$ cat src/hw/rtl/lkvc_pkg.sv
`timescale 1ns / 1ps
`default_nettype none
// ----------------------------------------------------------------------------
// lkvc_pkg
// Shared types and constants of the LRU key-value cache: word widths,
// operation codes, one stored entry and the command broadcast to the cells.
// ----------------------------------------------------------------------------
package lkvc_pkg;

	localparam int KEY_W       = 32;
	localparam int DATA_W      = 32;
	localparam int ENTRIES_DEF = 8;

	typedef enum logic [1:0] {
		KIND_LOOKUP = 2'd0,
		KIND_INSERT = 2'd1,
		KIND_REMOVE = 2'd2
	} kind_t;

	typedef struct packed {
		logic              valid;
		logic [KEY_W-1:0]  key;
		logic [DATA_W-1:0] data;
	} entry_t;

	// promote: hit entry to the head, cells in front of it move back one
	// push:    every cell moves back one, new entry at the head
	// pull:    hit cell and all behind it move forward one
	typedef struct packed {
		logic promote;
		logic push;
		logic pull;
	} cmd_t;

endpackage
`default_nettype wire

$ cat src/hw/rtl/lru_key_value_cache.sv
`timescale 1ns / 1ps
`default_nettype none
// ----------------------------------------------------------------------------
// lru_key_value_cache
// Fully associative key-value store with least-recently-used replacement,
// built as a chain of cells kept in recency order (head = most recent).
//
//   channel   signals                       handshake
//   request   kind, key, value              start (busy is always low)
//   result    found, read_value             done, one cycle, no stall
//
// One request per clock: compare, hit select and chain shift finish in the
// accepting cycle, so the next request sees the updated store.
// The result is registered and shows on done in the cycle after acceptance.
// Reset empties the store at once; no clearing pass.
// The receiver cannot stall; busy stays low.
// ----------------------------------------------------------------------------
module lru_key_value_cache #(
	parameter int ENTRIES = lkvc_pkg::ENTRIES_DEF
) (
	input  logic                               clk,
	input  logic                               arst_n,
	input  logic                               start,
	output logic                               busy,
	input  logic [1:0]                         kind,
	input  logic signed [lkvc_pkg::KEY_W-1:0]  key,
	input  logic signed [lkvc_pkg::DATA_W-1:0] value,
	output logic                               done,
	output logic                               found,
	output logic signed [lkvc_pkg::DATA_W-1:0] read_value
);
	import lkvc_pkg::*;

	logic              seen  [0:ENTRIES];
	logic [DATA_W-1:0] rdata [0:ENTRIES];
	entry_t            ent_x [0:ENTRIES+1];
	logic [ENTRIES-1:0] match_vec;
	logic [ENTRIES-1:0] valid_vec;

	logic              accept;
	logic              hit;
	logic [DATA_W-1:0] hit_data;
	cmd_t              cmd;
	logic              found_d;
	logic [DATA_W-1:0] rd_d;

	logic              done_q;
	logic              found_q;
	logic [DATA_W-1:0] read_value_q;

	assign busy   = 1'b0;
	assign accept = start && !busy;

	assign seen[0]  = 1'b0;
	assign rdata[0] = '0;
	assign hit      = seen[ENTRIES];
	assign hit_data = rdata[ENTRIES];

	// head input: hit entry on promote, new word on push
	assign ent_x[0]         = '{valid: 1'b1, key: key,
	                            data: (hit ? hit_data : value)};
	assign ent_x[ENTRIES+1] = '{valid: 1'b0, key: '0, data: '0};

	for (genvar i = 0; i < ENTRIES; i++) begin : g_cell
		lkvc_cell u_cell (
			.clk         (clk),
			.arst_n      (arst_n),
			.cmd         (cmd),
			.req_key     (key),
			.seen_ahead  (seen[i]),
			.rdata_ahead (rdata[i]),
			.prev_entry  (ent_x[i]),
			.next_entry  (ent_x[i+2]),
			.seen_here   (seen[i+1]),
			.rdata_here  (rdata[i+1]),
			.match       (match_vec[i]),
			.entry       (ent_x[i+1])
		);
		assign valid_vec[i] = ent_x[i+1].valid;
	end

	always_comb begin
		cmd     = '0;
		found_d = 1'b0;
		rd_d    = '0;
		if (accept) begin
			unique case (kind)
				KIND_LOOKUP: begin
					cmd.promote = hit;
					found_d     = hit;
					rd_d        = hit ? hit_data : '0;
				end
				KIND_INSERT: begin
					cmd.promote = hit;
					cmd.push    = !hit;
					found_d     = hit;
				end
				KIND_REMOVE: begin
					cmd.pull = hit;
					found_d  = hit;
				end
				default: begin
					cmd = '0;
				end
			endcase
		end
	end

	always_ff @(posedge clk or negedge arst_n) begin
		if (!arst_n) begin
			done_q <= 1'b0;
		end else begin
			done_q <= accept;
		end
	end

	always_ff @(posedge clk) begin
		found_q      <= found_d;
		read_value_q <= rd_d;
	end

	assign done       = done_q;
	assign found      = found_q;
	assign read_value = read_value_q;

`ifndef SYNTHESIS
	a_key_unique: assert property (@(posedge clk) disable iff (!arst_n)
		$onehot0(match_vec))
		else $error("key stored in more than one cell");

	a_valid_prefix: assert property (@(posedge clk) disable iff (!arst_n)
		((valid_vec >> 1) & ~valid_vec) == '0)
		else $error("gap in the recency chain");

	a_done_follows: assert property (@(posedge clk) disable iff (!arst_n)
		accept |=> done)
		else $error("accepted word gave no result");

	a_remove_count: assert property (@(posedge clk) disable iff (!arst_n)
		cmd.pull |=> $countones(valid_vec) == $past($countones(valid_vec)) - 1)
		else $error("remove did not free exactly one entry");

	a_data_hit: assert property (@(posedge clk) disable iff (!arst_n)
		(done && (read_value != '0)) |-> found)
		else $error("read data without a hit");
`endif

endmodule
`default_nettype wire

$ cat src/hw/rtl/lkvc_cell.sv
`timescale 1ns / 1ps
`default_nettype none
// ----------------------------------------------------------------------------
// lkvc_cell
// One place of the recency chain. Holds one entry, compares it against the
// request key and takes its next contents from itself or either neighbour.
// ----------------------------------------------------------------------------
module lkvc_cell (
	input  logic                        clk,
	input  logic                        arst_n,
	input  lkvc_pkg::cmd_t              cmd,
	input  logic [lkvc_pkg::KEY_W-1:0]  req_key,
	input  logic                        seen_ahead,
	input  logic [lkvc_pkg::DATA_W-1:0] rdata_ahead,
	input  lkvc_pkg::entry_t            prev_entry,
	input  lkvc_pkg::entry_t            next_entry,
	output logic                        seen_here,
	output logic [lkvc_pkg::DATA_W-1:0] rdata_here,
	output logic                        match,
	output lkvc_pkg::entry_t            entry
);
	import lkvc_pkg::*;

	logic              valid_q;
	logic [KEY_W-1:0]  key_q;
	logic [DATA_W-1:0] data_q;
	logic              take_prev;
	logic              take_next;
	entry_t            nxt;

	assign match      = valid_q && (key_q == req_key);
	assign seen_here  = seen_ahead | match;
	assign rdata_here = rdata_ahead | (match ? data_q : '0);

	assign take_prev = (cmd.promote && !seen_ahead) || cmd.push;
	assign take_next = cmd.pull && seen_here;

	always_comb begin
		priority if (take_prev) begin
			nxt = prev_entry;
		end else if (take_next) begin
			nxt = next_entry;
		end else begin
			nxt = entry;
		end
	end

	always_ff @(posedge clk or negedge arst_n) begin
		if (!arst_n) begin
			valid_q <= 1'b0;
		end else begin
			valid_q <= nxt.valid;
		end
	end

	always_ff @(posedge clk) begin
		key_q  <= nxt.key;
		data_q <= nxt.data;
	end

	assign entry = '{valid: valid_q, key: key_q, data: data_q};

endmodule
`default_nettype wire

$ cat config.mk
export PLATFORM = sky130hd
export DESIGN_NAME = lru_key_value_cache
export DESIGN_NICKNAME = d
export VERILOG_FILES = /design/src/hw/rtl/lkvc_pkg.sv /design/src/hw/rtl/lru_key_value_cache.sv /design/src/hw/rtl/lkvc_cell.sv
export SDC_FILE = /design/constraint.sdc
export NUM_CORES = 1
export LEC_CHECK = 0
export BUFFER_PORTS_ARGS = -buffer_cell sky130_fd_sc_hd__buf_2
export CAP_MARGIN = 20
export CORE_UTILIZATION = 30
export CTS_BUF_LIST = sky130_fd_sc_hd__clkbuf_16
export DETAILED_ROUTE_END_ITERATION = 10
export PLACE_DENSITY = 0.44
export SYNTH_ARGS = -nofsm -noshare
export SYNTH_HDL_FRONTEND = slang
export SYNTH_SLANG_ARGS = --single-unit
$ cat constraint.sdc
create_clock -name clk -period 20.3 [get_ports clk]
set_input_delay 6.09 -clock clk [delete_from_list [all_inputs] [get_ports clk]]
set_output_delay 6.09 -clock clk [all_outputs]
set_load 0.01 [all_outputs]
==> key figures <==
Worst setup path
  • Required time of the critical path: 20550 ps
  • Setup crit end kind: flip-flop
  • R2R Setup Slk: 14440 ps
  • Worst Setup EP: g_cell[1].u_cell.key_q[8]
  • Crit path DAT: 11430 ps
  • R2R depth: 10
  • Critical path peak fanout: 38
  • Reg-to-Reg Start: g_cell[6].u_cell.key_q[9]
  • Critical path type: input pin to flip-flop
  • Crit. Startpoint: key[9]
  • Startpoint class of the critical path: input pin
  • Critical R2R Capture: g_cell[1].u_cell.key_q[8]

Floorplanning
  • # IOs: 104
  • Initial Utilization: 30.3%
  • Core area: 93500 µm²
  • Area of the die: 95800 µm²
  • Die height: 309 µm
  • Site row count: 112
  • Die X: 309 µm

Power and ir drop
  • Overall power: 2.69 mW
  • Power Internal: 1.99 mW
  • Psw: 0.699 mW
  • Clock share of power: 42.5%
  • Maximum VDD drop: 0.0520 mV
  • Power Density: 83.5 nW/µm²
  • Leakage: 10.9 nW
  • Comb pwr share: 8.7%
  • Switching Share: 26.0%
  • Seq pwr share: 48.9%

GRT
  • Antenna violations before repair: 6
  • First-pass GRT wire length: 150000 µm
  • Largest net degree at the start of global routing: 67
  • GRT overflow: 0
  • Vias in the first global route: 18300
  • Gr usage total: 22.3%

Layout
  • Final nets: 2146
  • Fin cells: 3385
  • Fill cell count: 9151
  • Final core occ: 34.5%
  • Area of the multi-input gates: 11500 µm²
  • Area growth syn-to-layout: 13.6%
  • Share of cells above drive strength 1: 31.4%
  • Storage element area: 16300 µm²
  • Post-route cell area: 32200 µm²

Logic synthesis
  • Post-synth EDFFs: 512
  • Post-Synth Simple-Gate Area: 9.05%
  • Syn_nets: 2077
  • Synth cell count leaders: edfxtp_1 (512), mux2_2 (379), xnor2_1 (142)
  • Post-synthesis mux area share: 17.2%
  • Top-count cell post-synth: edfxtp_1
  • Adder-cell share of the synthesized area: 0%
  • Largest area contributor in the netlist: edfxtp_1
  • Largest family of logic cells by synthesized area: multiplexers
  • Top-area cell type share of the netlist area: 54.2%
  • Synth unique cells: 55
  • Synth Cell Area: 28400 µm²
  • Avg Cell Area, Syn: 14.1 µm²
  • Synth Area in Compound Gates: 6.14%
  • Synth async-reset ratio: 1.62%
  • Dominant synthesized flop cell: edfxtp_1
  • Post-Synth XOR/XNOR Area: 7.75%
  • Top cells by area, synth: edfxtp_1 (54%), mux2_2 (15%), xnor2_1 (4.4%)
  • YS warnings: 0
  • Cell count after synthesis: 2008
  • Seq/Total Area, Yosys: 57.3%
  • Yosys reg bits: 554

STA
  • Clk_skew: 19.9 ps
  • Crit share post-route: 55.1%
  • # setup viols final: 0
  • Hold slack: 575 ps
  • Final worst setup slack: 9120 ps
  • F_max: 0.0895 GHz
  • Final hold vios: 0
  • Final Max Tran Viols: 0
  • Worst Tran Pin Value: 1150 ps
  • Unrepaired setup endpoints after global routing: no
  • Max_slew headroom: 22.7%
  • Tmin final: 11180 ps
  • Total Neg Setup Slack: 0 ps

Drt
  • Final wirelength: 107000 µm
  • DRC Markers: 0
  • Via/cell ratio: 5.48
  • Via count: 18500
  • Drt wl/cell: 31.7 µm
  • Post-route ant nets: 0
  • Iteration-0 DRC Markers: 1760
  • Drt pass-1 iters: 5

Hold path
  • Class of the worst hold path: flip-flop to flip-flop

Clocking
  • H-tree Lvls: 3
  • Hold bufs inserted after CTS: 0
  • Clk slew on worst S/H paths: 60 ps
  • Max Buffers Root-to-Sink: 3
  • CTS root buf: clkbuf_16
  • Later-pin clock latency in the skew report: 630 ps
  • CTS sink cnt: 554
  • Post-CTS sizing: 0
  • Num CTS Buffers: 68
  • CTS tree: done
  • Post-CTS setup-driven buffer insertion count: 0

Placement
  • Final HPWL DP: 72100 µm
  • Placed Cells: 3261
  • Placed Area: 30200 µm²
  • IO buf count: 102
  • Post-placement setup slack: 8440 ps
  • Placer Congestion: 0.922

Run
  • Max Cap Viol: 0

Run status
  • Run status: finished, final reports clean
==> cells by family (layout without fill, tap and decap cells) <==
logic type / Yosys count / in the layout
buffers and inverters: 143 / 265
XOR/XNOR: 251 / 251
AND/OR/NAND/NOR: 414 / 414
multiplexers: 421 / 421
AO/OA/AOI/OAI: 224 / 224
other: 1 / 2
flip-flops: 554 / 554
==> per-layer routing <==
| layer | up-vias | global-route usage [%] | wire length, µm |
|---|---|---|---|
| met5 | - | 0 | 39 |
| met4 | 6 | 4.85 | 1840 |
| met3 | 117 | 3.90 | 6160 |
| met2 | 658 | 34.9 | 49000 |
| met1 | 9825 | 32.2 | 50400 |
| li1 | 7930 | - | - |
==> power by group through the flow <==
stage	combinational, mW	clock [mW]	sequential, mW
floorplan	0.139	0	1.33
global placement	0.231	0	1.34
detailed placement	0.232	0	1.34
CTS	0.233	1.17	1.32
global route	0.244	1.21	1.32
finish	0.233	1.14	1.32
==> placed cells by master (no fill, tap or decap), types with 32 or more instances in the layout <==
cell,count
nand3_1,51
and2_1,65
nand4_1,58
clkbuf_16,68
xor2_1,109
nor4_1,50
mux2_4,38
a221oi_1,32
dfxtp_1,33
a22oi_1,64
edfxtp_1,512
xnor2_1,142
buf_2,102
mux2_2,379
a22o_1,33
and3_1,38
==> registers in the layout, indices dropped and copies added, names as in the netlist <==
signal / flops
found: 1
g_cell.u_cell.key_q: 256
g_cell.u_cell.valid_q: 8
read_value: 32
g_cell.u_cell.data_q: 256
done: 1
==> area by class of cell <==
type | count | area share (%)
flip-flops and latches | 554 | 50.4
multi-input cells | 1311 | 35.8
clock buffers | 68 | 5.28
well taps | 1254 | 4.87
repair buffers | 133 | 2.47
clock inverters | 55 | 1.03
inverters | 9 | 0.105
diodes | 1 | 0.00776
==> worst max-delay path: stages <==
cell,delay (ps)
buf_2,200
xnor2_1,780
nand2_1,170
nor4_1,1000
a31oi_1,410
nand4b_4,700
nand3_4,630
nand2_4,670
buf_4,670
==> worst min-delay path by stage <==
stage,from,to,cells after the start
floorplan,g_cell[0].u_cell.valid_q,g_cell[0].u_cell.valid_q,1
global placement,g_cell[7].u_cell.data_q[16],g_cell[6].u_cell.data_q[16],1
CTS,g_cell[0].u_cell.data_q[26],g_cell[1].u_cell.data_q[26],1
detailed placement,g_cell[0].u_cell.data_q[24],g_cell[1].u_cell.data_q[24],1
finish,g_cell[0].u_cell.data_q[26],g_cell[1].u_cell.data_q[26],1
global route,g_cell[0].u_cell.data_q[26],g_cell[1].u_cell.data_q[26],1
No activity file was read; power rests on OpenSTA's default activity.
